File: src/hw/rtl/sm3_pkg.sv
`timescale 1ns / 1ps
package sm3_pkg;

  typedef struct packed {
    logic [31:0] data_word;
    logic [2:0]  valid_bytes;
    logic        last;
  } in_item_t;

  typedef struct packed {
    logic [31:0] digest_word_0;
    logic [31:0] digest_word_1;
    logic [31:0] digest_word_2;
    logic [31:0] digest_word_3;
    logic [31:0] digest_word_4;
    logic [31:0] digest_word_5;
    logic [31:0] digest_word_6;
    logic [31:0] digest_word_7;
  } out_item_t;

  typedef logic [7:0][31:0] chain_t;

  localparam chain_t IV = {
    32'hB0FB0E4E, 32'hE38DEE4D, 32'h163138AA, 32'hA96F30BC,
    32'hDA8A0600, 32'h172442D7, 32'h4914B2B9, 32'h7380166F};

  localparam logic [31:0] T_LO = 32'h79CC4519;
  localparam logic [31:0] T_HI = 32'h7A879D8A;
  localparam logic [7:0]  PAD_BYTE = 8'h80;

  // one 32-bit word handed from the front to the back
  typedef struct packed {
    logic [31:0] word;
    logic        blk_end;   // word 15 of a block: compress after it
    logic        msg_end;   // final block: emit digest and restore IV
  } q_item_t;

  function automatic logic [31:0] rotl(input logic [31:0] x, input logic [4:0] n);
    logic [63:0] d;
    d = {x, x} << n;
    return d[63:32];
  endfunction

  function automatic logic [31:0] p0(input logic [31:0] x);
    return x ^ rotl(x, 5'd9) ^ rotl(x, 5'd17);
  endfunction

  function automatic logic [31:0] p1(input logic [31:0] x);
    return x ^ rotl(x, 5'd15) ^ rotl(x, 5'd23);
  endfunction

endpackage

File: src/hw/rtl/sm3_front.sv
`timescale 1ns / 1ps
module sm3_front (
  input  logic              clk,
  input  logic              rst_n,
  input  logic              in_valid,
  output logic              in_stall,
  input  sm3_pkg::in_item_t in_data,
  output logic              q_valid,
  input  logic              q_full,
  output sm3_pkg::q_item_t  q_data
);
  import sm3_pkg::*;

  typedef enum logic [2:0] {
    S_TAKE = 3'b001,
    S_PAD  = 3'b010,
    S_LEN  = 3'b100
  } fstate_t;

  fstate_t     state_r, state_nxt;
  logic [60:0] cnt_r, cnt_nxt;
  logic [3:0]  idx_r, idx_nxt;
  logic        lenhi_r, lenhi_nxt;
  logic [63:0] bits;
  logic [2:0]  vb;
  logic [31:0] keep, tailw;

  assign bits = {cnt_r, 3'b000};
  assign vb   = (in_data.valid_bytes > 3'd4) ? 3'd4 : in_data.valid_bytes;

  always_comb begin
    case (vb)
      3'd0:    keep = 32'h0000_0000;
      3'd1:    keep = 32'hFF00_0000;
      3'd2:    keep = 32'hFFFF_0000;
      3'd3:    keep = 32'hFFFF_FF00;
      default: keep = 32'hFFFF_FFFF;
    endcase
    tailw = (in_data.data_word & keep) | ({PAD_BYTE, 24'd0} >> {vb[1:0], 3'b000});
  end

  always_comb begin
    state_nxt = state_r;
    cnt_nxt   = cnt_r;
    idx_nxt   = idx_r;
    lenhi_nxt = lenhi_r;
    q_valid   = 1'b0;
    q_data    = '0;
    in_stall  = 1'b1;
    unique case (state_r)
      S_TAKE: begin
        in_stall = q_full;
        if (in_valid) begin
          q_valid = 1'b1;
          if (!in_data.last) begin
            q_data = '{word: in_data.data_word, blk_end: (idx_r == 4'd15), msg_end: 1'b0};
            if (!q_full) begin
              cnt_nxt = cnt_r + 61'd4;
              idx_nxt = idx_r + 4'd1;
            end
          end else if (vb == 3'd4) begin
            q_data = '{word: in_data.data_word, blk_end: (idx_r == 4'd15), msg_end: 1'b0};
            if (!q_full) begin
              cnt_nxt   = cnt_r + 61'd4;
              idx_nxt   = idx_r + 4'd1;
              lenhi_nxt = 1'b1;   // pad word 0x80000000 still owed
              state_nxt = S_PAD;
            end
          end else begin
            q_data = '{word: tailw, blk_end: (idx_r == 4'd15), msg_end: 1'b0};
            if (!q_full) begin
              cnt_nxt   = cnt_r + {58'd0, vb};
              idx_nxt   = idx_r + 4'd1;
              lenhi_nxt = 1'b0;
              state_nxt = S_PAD;
            end
          end
        end
      end
      S_PAD: begin
        q_valid = 1'b1;
        q_data  = '{word: lenhi_r ? 32'h8000_0000 : 32'd0,
                    blk_end: (idx_r == 4'd15), msg_end: 1'b0};
        if (!lenhi_r && idx_r == 4'd14) begin
          q_valid = 1'b0;
          state_nxt = S_LEN;
          lenhi_nxt = 1'b1;
        end else if (!q_full) begin
          idx_nxt   = idx_r + 4'd1;
          lenhi_nxt = 1'b0;
        end
      end
      S_LEN: begin
        q_valid = 1'b1;
        q_data  = '{word: lenhi_r ? bits[63:32] : bits[31:0],
                    blk_end: !lenhi_r, msg_end: !lenhi_r};
        if (!q_full) begin
          idx_nxt   = idx_r + 4'd1;
          lenhi_nxt = 1'b0;
          if (!lenhi_r) begin
            state_nxt = S_TAKE;
            cnt_nxt   = '0;
          end
        end
      end
      default: state_nxt = S_TAKE;
    endcase
  end

  always_ff @(posedge clk) begin
    if (!rst_n) begin
      state_r <= S_TAKE;
      cnt_r   <= '0;
      idx_r   <= '0;
      lenhi_r <= 1'b0;
    end else begin
      state_r <= state_nxt;
      cnt_r   <= cnt_nxt;
      idx_r   <= idx_nxt;
      lenhi_r <= lenhi_nxt;
    end
  end
endmodule

File: src/hw/rtl/sm3_fifo.sv
`timescale 1ns / 1ps
module sm3_fifo #(
  parameter int Depth = 4
) (
  input  logic             clk,
  input  logic             rst_n,
  input  logic             wr_en,
  input  sm3_pkg::q_item_t wr_data,
  output logic             full,
  input  logic             rd_en,
  output logic             not_empty,
  output sm3_pkg::q_item_t rd_data
);
  import sm3_pkg::*;

  localparam int AW = (Depth > 1) ? $clog2(Depth) : 1;

  q_item_t         mem_r [Depth];
  logic [AW-1:0]   wp_r, rp_r;
  logic [AW:0]     cnt_r;

  assign full      = (cnt_r == (AW+1)'(Depth));
  assign not_empty = (cnt_r != '0);
  assign rd_data   = mem_r[rp_r];

  always_ff @(posedge clk) begin
    if (wr_en && !full) mem_r[wp_r] <= wr_data;
  end

  always_ff @(posedge clk) begin
    if (!rst_n) begin
      wp_r  <= '0;
      rp_r  <= '0;
      cnt_r <= '0;
    end else begin
      if (wr_en && !full)
        wp_r <= (wp_r == AW'(Depth - 1)) ? '0 : wp_r + 1'b1;
      if (rd_en && not_empty)
        rp_r <= (rp_r == AW'(Depth - 1)) ? '0 : rp_r + 1'b1;
      cnt_r <= cnt_r + (AW+1)'(wr_en && !full) - (AW+1)'(rd_en && not_empty);
    end
  end
endmodule

File: src/hw/rtl/sm3_core.sv
`timescale 1ns / 1ps
module sm3_core (
  input  logic               clk,
  input  logic               rst_n,
  input  logic               q_not_empty,
  input  sm3_pkg::q_item_t   q_data,
  output logic               q_pop,
  output logic               out_valid,
  input  logic               out_stall,
  output sm3_pkg::out_item_t out_digest
);
  import sm3_pkg::*;

  typedef enum logic [2:0] {
    C_LOAD  = 3'b001,
    C_ROUND = 3'b010,
    C_FOLD  = 3'b100
  } cstate_t;

  cstate_t       state_r;
  chain_t        cv_r;
  logic [31:0]   w_r [16];     // sliding window W[j..j+15]
  logic [31:0]   a_r, b_r, c_r, d_r, e_r, f_r, g_r, h_r;
  logic [5:0]    rnd_r;
  logic          fin_r;
  logic          ov_r;
  out_item_t     od_r;

  logic [31:0] tj, a12, ss1, ss2, ff, gg, tt1, tt2, wn;
  logic        hi;

  assign hi  = (rnd_r >= 6'd16);
  assign tj  = rotl(hi ? T_HI : T_LO, rnd_r[4:0]);
  assign a12 = rotl(a_r, 5'd12);
  assign ss1 = rotl(a12 + e_r + tj, 5'd7);
  assign ss2 = ss1 ^ a12;
  assign ff  = hi ? ((a_r & b_r) | (a_r & c_r) | (b_r & c_r)) : (a_r ^ b_r ^ c_r);
  assign gg  = hi ? ((e_r & f_r) | (~e_r & g_r)) : (e_r ^ f_r ^ g_r);
  assign tt1 = ff + d_r + ss2 + (w_r[0] ^ w_r[4]);
  assign tt2 = gg + h_r + ss1 + w_r[0];
  assign wn  = p1(w_r[0] ^ w_r[7] ^ rotl(w_r[13], 5'd15)) ^ rotl(w_r[3], 5'd7) ^ w_r[10];

  // a new digest may only be produced into an empty output register
  assign q_pop      = (state_r == C_LOAD) && q_not_empty && !(q_data.msg_end && ov_r);
  assign out_valid  = ov_r;
  assign out_digest = od_r;

  always_ff @(posedge clk) begin
    if (q_pop) begin
      for (int i = 0; i < 15; i++) w_r[i] <= w_r[i+1];
      w_r[15] <= q_data.word;
      if (q_data.blk_end) begin
        {h_r, g_r, f_r, e_r, d_r, c_r, b_r, a_r} <= cv_r;
      end
    end else if (state_r == C_ROUND) begin
      for (int i = 0; i < 15; i++) w_r[i] <= w_r[i+1];
      w_r[15] <= wn;
      d_r <= c_r;
      c_r <= rotl(b_r, 5'd9);
      b_r <= a_r;
      a_r <= tt1;
      h_r <= g_r;
      g_r <= rotl(f_r, 5'd19);
      f_r <= e_r;
      e_r <= p0(tt2);
    end
    if (state_r == C_FOLD && fin_r) begin
      od_r <= {cv_r[0] ^ a_r, cv_r[1] ^ b_r, cv_r[2] ^ c_r, cv_r[3] ^ d_r,
               cv_r[4] ^ e_r, cv_r[5] ^ f_r, cv_r[6] ^ g_r, cv_r[7] ^ h_r};
    end
  end

  always_ff @(posedge clk) begin
    if (!rst_n) begin
      state_r <= C_LOAD;
      cv_r    <= IV;
      rnd_r   <= '0;
      fin_r   <= 1'b0;
      ov_r    <= 1'b0;
    end else begin
      if (ov_r && !out_stall) ov_r <= 1'b0;
      unique case (state_r)
        C_LOAD: begin
          if (q_pop && q_data.blk_end) begin
            state_r <= C_ROUND;
            rnd_r   <= '0;
            fin_r   <= q_data.msg_end;
          end
        end
        C_ROUND: begin
          rnd_r <= rnd_r + 6'd1;
          if (rnd_r == 6'd63) state_r <= C_FOLD;
        end
        C_FOLD: begin
          state_r <= C_LOAD;
          if (fin_r) begin
            cv_r <= IV;
            ov_r <= 1'b1;
          end else begin
            cv_r <= cv_r ^ {h_r, g_r, f_r, e_r, d_r, c_r, b_r, a_r};
          end
        end
        default: state_r <= C_LOAD;
      endcase
    end
  end
endmodule

File: src/hw/rtl/sm3_hash_engine.sv
`timescale 1ns / 1ps
// SM3 digest engine. Message words enter big-endian, one item per word; the last item
// carries 0..4 valid bytes and triggers padding, the length field and the digest.
// The front end takes one word per cycle, when the queue is not full, into a
// QueueDepth-entry queue (4 by default); the back end runs one compression round per
// cycle, so a 64-byte block is loaded as 16 words, then compressed in 64 rounds and
// folded into the chaining value or the digest. The final item adds up to 18 padding
// and length words and one or two block compressions before the digest appears on out_digest.
module sm3_hash_engine #(
  parameter int QueueDepth = 4
) (
  input  logic               clk,
  input  logic               rst_n,
  input  logic               in_valid,
  output logic               in_stall,
  input  sm3_pkg::in_item_t  in_data,
  output logic               out_valid,
  input  logic               out_stall,
  output sm3_pkg::out_item_t out_digest
);
  import sm3_pkg::*;

  q_item_t qw_data, qr_data;
  logic    qw_valid, q_full, q_ne, q_pop;

  sm3_front u_front (
    .clk, .rst_n, .in_valid, .in_stall, .in_data,
    .q_valid(qw_valid), .q_full, .q_data(qw_data)
  );

  sm3_fifo #(.Depth(QueueDepth)) u_fifo (
    .clk, .rst_n, .wr_en(qw_valid), .wr_data(qw_data), .full(q_full),
    .rd_en(q_pop), .not_empty(q_ne), .rd_data(qr_data)
  );

  sm3_core u_core (
    .clk, .rst_n, .q_not_empty(q_ne), .q_data(qr_data), .q_pop,
    .out_valid, .out_stall, .out_digest
  );
endmodule

File: config.mk
export PLATFORM = sky130hd
export DESIGN_NAME = sm3_hash_engine
export DESIGN_NICKNAME = d
export VERILOG_FILES = /design/src/hw/rtl/sm3_pkg.sv /design/src/hw/rtl/sm3_front.sv /design/src/hw/rtl/sm3_fifo.sv /design/src/hw/rtl/sm3_core.sv /design/src/hw/rtl/sm3_hash_engine.sv
export SDC_FILE = /design/constraint.sdc
export NUM_CORES = 2
export LEC_CHECK = 0
export BUFFER_PORTS_ARGS = -buffer_cell sky130_fd_sc_hd__buf_4
export CORE_MARGIN = 4
export CORE_UTILIZATION = 50
export DETAILED_ROUTE_END_ITERATION = 10
export GPL_ROUTABILITY_DRIVEN = 1
export PLACE_DENSITY = 0.66
export SLEW_MARGIN = 30
export SYNTH_ARGS = -nofsm -noshare
export SYNTH_HDL_FRONTEND = slang
export SYNTH_SLANG_ARGS = --single-unit
File: constraint.sdc
create_clock -name clk -period 43.1 [get_ports clk]
set_input_delay 2.155 -clock clk [delete_from_list [all_inputs] [get_ports clk]]
set_output_delay 2.155 -clock clk [all_outputs]
set_load 0.005 [all_outputs]
# Word level (Yosys, flattened, before mapping)
# Memory sizes are Yosys's and may differ from the RTL's. A register that Yosys moved wholly into a read port is not among the register bits.
# Cells that the tools add are included.
[classes] n_addsub=16 order_cmp=2 n_eq_ne=28 shift=2 mux=101 bitwise_logic=50 n_reduce_logical=27
[ops] op="2-to-1 mux 32 bit" count=44
[ops] op="XOR 32 bit" count=22
[ops] op="2-to-1 mux 61 bit" count=7
[ops] op="adder 32 bit" count=8
[ops] op="2-to-1 mux 256 bit" count=1
[ops] op="XOR 256 bit" count=1
[ops] op="AND 32 bit" count=6
[ops] op="OR 32 bit" count=4
[ops] op="one-hot mux 32 bit (4 select lines)" count=1
[ops] op="one-hot mux 61 bit (2 select lines)" count=1
[ops] op="2-to-1 mux 34 bit" count=3
[ops] op="one-hot mux 34 bit (3 select lines)" count=1
[ops] op="left shift 64 x 5 -> 64 bit" count=1
[ops] op="adder 61 x 3 -> 61 bit" count=1
[ops] op="adder 61 x 3 -> 61 bit (second input constant)" count=1
[ops] op="inverter 32 bit" count=1
[ops] op="right shift 32 x 5 -> 32 bit (first input constant)" count=1
[ops] op="2-to-1 mux 3 bit" count=9
[ops] op="2-to-1 mux 26 bit" count=1
[ops] op="2-to-1 mux 1 bit" count=19
[ops] op="inequality test 2 bit (second input constant)" count=8
[ops] op="OR 1 bit" count=16
[ops] op="equality test 3 x 2 -> 1 bit (second input constant)" count=4
[ops] op="equality test 3 bit (second input constant)" count=4
[ops] op="other kinds (32)" count=61
[word_totals] ff_bits=855 ram_bits=648 inputBits=40 out_inout_bits=258 wordCells=263 n_memories=2
[mem_list] name="u_core.w_r" depth=16 width=32 read_ports=16 rd_clocked_by_memory_dff=0 wr=16 line_no="sm3_core.sv:22" source="logic [31:0] w_r [16];"
[mem_list] name="u_fifo.mem_r" depth=4 width=34 read_ports=1 rd_clocked_by_memory_dff=1 wr=1 line_no="sm3_fifo.sv:18" source="q_item_t mem_r [Depth];"

# Depth between registers and ports, before layout
[depth] depth_word=11 ltp_mapped=41 depth_no_buf=38

# Cells and area by module
# Synthesis repeated with hierarchy kept, for this count alone.
[unflattened] hier_cells=6578 hier_area_um2=74946.9
[modules_own_cells] mod="sm3_core" n_inst=1 cells_each=5631 area_per_inst_um2=64270.4 seq_area_each_um2=36094.6
[modules_own_cells] mod="sm3_fifo" n_inst=1 cells_each=230 area_per_inst_um2=5437.7 seq_area_each_um2=4264.1
[modules_own_cells] mod="sm3_front" n_inst=1 cells_each=717 area_per_inst_um2=5238.8 seq_area_each_um2=1381.3

# Worst setup path after synthesis
# No wires, ideal clock.
[synth_path] path_kind="register -> register" from="reg (tool-made name)" to="mem u_core.w_r[0][0], enable pin" setup_time_ps=3678 arrival_time_ps=10008 required_ps=39422 slack_ps=29415 path_stages_with_launch=8 path_buffers=4 period_less_slack_ps=13685 path_cell_list="dfxtp_1 -> buf_2 -> mux4_2 -> a21o_1 -> clkbuf_1 -> clkbuf_1 -> buf_1 -> nand2_1"
[synth_lines] item="end: declaration" line_no="sm3_core.sv:22"

# Worst setup path in the final report
[layout_path] from="reg u_core.rnd_r[5]" to="reg u_core.a_r[31], data pin"
[layout_between] elab_chain_len=9 word_cells_on_any_way=11 cone_classes="4 x add/sub; 1 x order compare; 1 x shift; 4 x mux; 1 x bitwise"
[layout_rtl] item="start: declaration" line_no="sm3_core.sv:24" source="logic [5:0] rnd_r;"
[layout_rtl] item="start signal: assignment" line_no="sm3_core.sv:91" source="rnd_r <= rnd_r + 6'd1;"
[layout_rtl] item=">= comparator 6 x 5 -> 1 bit *" line_no="sm3_core.sv:32" source="assign hi = (rnd_r >= 6'd16);"
[layout_rtl] item="2-to-1 mux 26 bit" line_no="sm3_core.sv:33" source="assign tj = rotl(hi ? T_HI : T_LO, rnd_r[4:0]);"
[layout_rtl] item="left shift 64 x 5 -> 64 bit" line_no="sm3_pkg.sv:40" source="d = {x, x} << n;"
[layout_rtl] item="adder 32 bit" line_no="sm3_core.sv:35" source="assign ss1 = rotl(a12 + e_r + tj, 5'd7);"
[layout_rtl] item="XOR 32 bit" line_no="sm3_core.sv:36" source="assign ss2 = ss1 ^ a12;"
[layout_rtl] item="adder 32 bit * (2 in a row)" line_no="sm3_core.sv:39" source="assign tt1 = ff + d_r + ss2 + (w_r[0] ^ w_r[4]);"
[layout_rtl] item="2-to-1 mux 32 bit *" line_no="sm3_core.sv:55" source="end else if (state_r == C_ROUND) begin"
[layout_rtl] item="2-to-1 mux 32 bit *" line_no="sm3_core.sv:49" source="if (q_pop) begin"
[layout_rtl] item="end signal: assignment" line_no="sm3_core.sv:53" source="{h_r, g_r, f_r, e_r, d_r, c_r, b_r, a_r} <= cv_r;"
[layout_rtl] item="end signal: assignment" line_no="sm3_core.sv:61" source="a_r <= tt1;"
[layout_rtl] item="end: declaration" line_no="sm3_core.sv:23" source="logic [31:0] a_r, b_r, c_r, d_r, e_r, f_r, g_r, h_r;"
# Every way passes the cells marked *; elsewhere a longest branch is shown, timed or not. The select of a mux whose other input is x is not followed.
# A chain may end at the register's enable or synchronous reset.

==> flow_results.org <==
** Placement
- Gp weighted congestion :: 0.9540
- Once detailed placement completed, the half-perimeter wirelength came to 166100 µm.
- Buffers placed on the I/O ports in this run total 297.
- Summing all placed instances gives a cell area of 78120 µm².

** Layout
- Nets@finish :: 7038
- Leaving out fill and tap cells, the most frequent cell in the layout is edfxtp_1.
- From synthesis to final layout, the design area changed by 12.57%.
- Most used cells in the layout excluding fill and tap cells :: edfxtp_1 (1160), nand2_1 (889), a21oi_1 (434), nor2_1 (408), xnor2_1 (379)
- The multi-input combinational cells in the finished layout cover a total of 30010 µm².
- After filler insertion, the fill cell instance count of the layout stands at 12410.
- Total non-filler cell area in the finished layout :: 83430 µm²
- Area occupied by registers :: 41750 µm²
- Of the cells placed in the final design, the portion with a size suffix greater than 1 is 0.1024.

** Synth
- Synthesized flop and latch total :: 1505
- Share of synthesized area occupied by flip-flops and latches :: 0.5632
- For this run, the number of Yosys warnings is 0.
- Synthesis produced a netlist with a net count of 6819.
- Gate Count Post-Synth :: 6478
- Cell taking the most area after synthesis :: edfxtp_1
- Leading post-synthesis cells by cell area :: edfxtp_1 (47%), dfxtp_1 (9.3%), fa_1 (5.1%)
- Dividing the synthesized area by the synthesized cell count gives 11.44 µm².
- Top_reg_cell synth :: edfxtp_1
- For this run, asynchronously set or reset flops after synthesis account for 0.
- The netlist uses 108 different library cells.
- The mapped netlist covers 74120 µm².
- Area share of the largest cell type after synthesis :: 0.4700
- The synthesized design contains 1160 enable-type register cells.

** Clock tree
- Buffers inserted to repair hold after CTS numbered 0.
- After clock tree synthesis, the setup repair step added 0 buffers.
- Bufs on Longest Clock Path :: 3
- The cell sitting at the root of the clock tree is a clkbuf_16.
- Number of buffers created by CTS :: 158
- Reg clk slew, reported paths :: 60 ps
- The later pin in the worst-skew pair is clocked with a latency of 810 ps.
- CTS HTree Levels :: 4
- TritonCTS Sinks :: 1505
- Clock tree from TritonCTS :: built
- In this run, post-CTS repair resized a total of 0 instances.

** STA
- Fin. max-slew vios :: 0
- Clock skew on the completed layout was measured at 38.86 ps.
- Transition time at the pin with the least slew margin :: 1157 ps
- The worst pin sits at a relative slew slack of 0.2263.
- Final Cycle Share :: 0.2248
- Adding up every negative setup slack in the final design gives 0 ps.
- Counting I/O delays and the setup requirement, the final critical path takes 9689 ps.
- The count of final hold-check violations came to 0.
- Setup repair after global routing left no endpoint under its margin.
- Setup violations remaining at the end of the flow were counted as 0.
- FMAX :: 103.2 MHz

** Critical path
- At the worst endpoint, the arrival time is 10180 ps.
- STA classifies the critical path startpoint as a flip-flop.
- For this design, the slowest cell found on the critical path is buf_4.
- The endpoint identified for the worst register-to-register timing path is u_core.a_r[31].
- The worst setup path is captured at a flip-flop.
- The worst register-to-register path has a depth of 35.
- Stage delay of the slowest cell on the critical path :: 630 ps
- The setup check on the worst reg-to-reg path leaves a slack of 33410 ps.
- Cell repeated most along the worst path :: a21oi_1
- Startpoint of the lowest-slack register-to-register path :: u_core.rnd_r[5]
- Critical Path RT :: 43590 ps
- The critical path is of the flip-flop to flip-flop type.
- Along the worst path, the maximum fanout reaches 63.

** Routing
- Number of DRC markers in iteration 0 :: 5622
- Count of vias placed by the detailed router :: 50690
- Dividing the detail-routed via count by the number of cells gives 5.786.
- Post-route DRC violation count :: 0
- In the final routed layout, each cell accounts on average for 25.89 µm.
- The pre-antenna-repair detailed-routing pass consisted of 6 iterations.
- After detailed routing, the total wire length is 226800 µm.
- Antenna-violating nets left :: 0

** Global routing
- For this run the aggregate overflow at the end of global routing stands at 0.
- Vias in the first global route :: 47820
- Maximum number of pins on one net before global-route repair :: 171
- The first global-routing pass estimated 325900 µm of wire.
- Initial antenna violation count :: 6
- Overall track demand over capacity in global routing :: 0.2901

** Hold path
- The startpoint identified for the worst hold timing path is u_core.w_r[1][21].
- The path with the worst hold slack has its endpoint at u_core.w_r[0][21].
- Depth of the worst hold-timing path :: 0
- The min-delay analysis places its worst path in the category flip-flop to flip-flop.

** Floorplanning
- For this configuration, the core starts out at a cell density of 0.5025.
- Vert. Die Dim :: 393.0 µm
- Pin placement for this block handled 298 I/O pins.
- After floorplanning, the core was divided into 141 placement rows.
- Die footprint :: 154500 µm²
- Core outline area :: 147500 µm²
- Overall die width :: 393.0 µm

** Flow run
- Count of max-cap constraint violations :: 0

** Run status
- The flow ran to the end, and the final reports show no timing, DRC or antenna violations.
[synthesized netlist by cell type (14+ instances only)]
master    instances
fa_1            190
a21oi_1         434
nor3_1           60
a211oi_1         18
xor2_1          354
edfxtp_1       1160
ha_1            111
nand3_1         177
mux2i_1         111
a21o_1           33
or3_1            51
o21ai_1          25
clkbuf_1        220
mux4_2           35
nand2_1         891
nand3b_1         97
buf_1            49
nand4_1          33
o22ai_1         123
a31oi_1          29
xnor2_1         382
inv_1           316
nor2_1          408
nor2b_1          19
and3_1           25
nand2b_1        120
and2_1           14
dfxtp_1         345
o21ai_0         270
o21a_1          131
buf_2            29
[layer usage]
layer  global-route usage  vias to the layer above  routed length (µm)
li1                     -                    23160                   -
met1               0.4141                    25180               97660
met2               0.4528                     2027              104000
met3              0.04673                      324               16790
met4               0.1010                        0                8377
met5                    0                        -                   0
[flip-flops by register name, summed over array words and instances (netlist names), named ones only]
name               flops
u_fifo.mem_r         136
u_core.h_r            32
u_front.state_r        3
u_core.rnd_r           6
u_fifo.wp_r            2
u_core.state_r         3
u_core.d_r            32
u_core.out_digest    256
u_core.e_r            32
u_core.a_r            32
u_core.c_r            32
u_core.g_r            32
u_fifo.rp_r            2
u_front.lenhi_r        1
u_core.cv_r          256
u_core.f_r            32
u_core.out_valid       1
u_front.cnt_r         61
u_core.w_r           512
u_fifo.cnt_r           3
u_core.fin_r           1
u_front.idx_r          4
u_core.b_r            32
[cells by family (layout without fill, tap and decap cells)]
family,after synthesis,count (layout),synth area share
and+or+nand+nor,1951,1951,0.1198
DFF,1505,1505,0.5632
AOI/OAI and AO/OA,1196,1196,0.09729
xor gates and xnor gates,745,745,0.08979
buffers and inverters,624,975,0.03278
adders and majority gates,302,302,0.07019
muxes,155,155,0.02699
other,0,1,0
[worst max-delay path: cells and delay by family, from the launching register on]
family,cells,cell delay (ps)
adder cells (fa/ha/maj),6,2470
buffers and inverters,5,1180
AND/OR/NAND/NOR,4,430
flip-flops,1,370
AO/OA/AOI/OAI,17,4230
XOR/XNOR,3,640
[worst max path at each step]
stage,to,slack [ps],from
2_1_floorplan,u_core.w_r[0][0],29410,flip-flop
3_3_place_gp,u_core.a_r[30],33640,u_core.rnd_r[5]
3_5_place_dp,u_core.a_r[30],33520,u_core.rnd_r[5]
4_1_cts,u_core.a_r[30],33470,u_core.rnd_r[5]
5_1_grt,u_core.a_r[31],32570,u_core.rnd_r[5]
6_report,u_core.a_r[31],33410,u_core.rnd_r[5]
[stage by stage]
| step | hold slack, ps | std cells | util | setup WS (ps) |
|---|---|---|---|---|
| 2_1_floorplan | 400.3 | 6478 | - | 29410 |
| 3_3_place_gp | 400.2 | 8462 | 0.5293 | 33640 |
| 3_5_place_dp | 404.5 | 8463 | 0.5297 | 33520 |
| 4_1_cts | 408.2 | 8755 | 0.5647 | 33470 |
| 5_1_grt | 406.4 | 8759 | 0.5657 | 32570 |
| 6_report | 406.4 | 8760 | 0.5657 | 33410 |
[area by class of cell]
class	instances	area share
multi-input combinational	4349	0.3596
sequential	1505	0.5004
timing repair buffer	365	0.03460
inverter	318	0.01449
clock inverter	83	0.01179
clock buffer	209	0.05016
tap	1930	0.02894
antenna	1	0.00002999
Power is not shown: default switching activity piles up to over one toggle a cycle in this logic, so the estimate is an artifact.
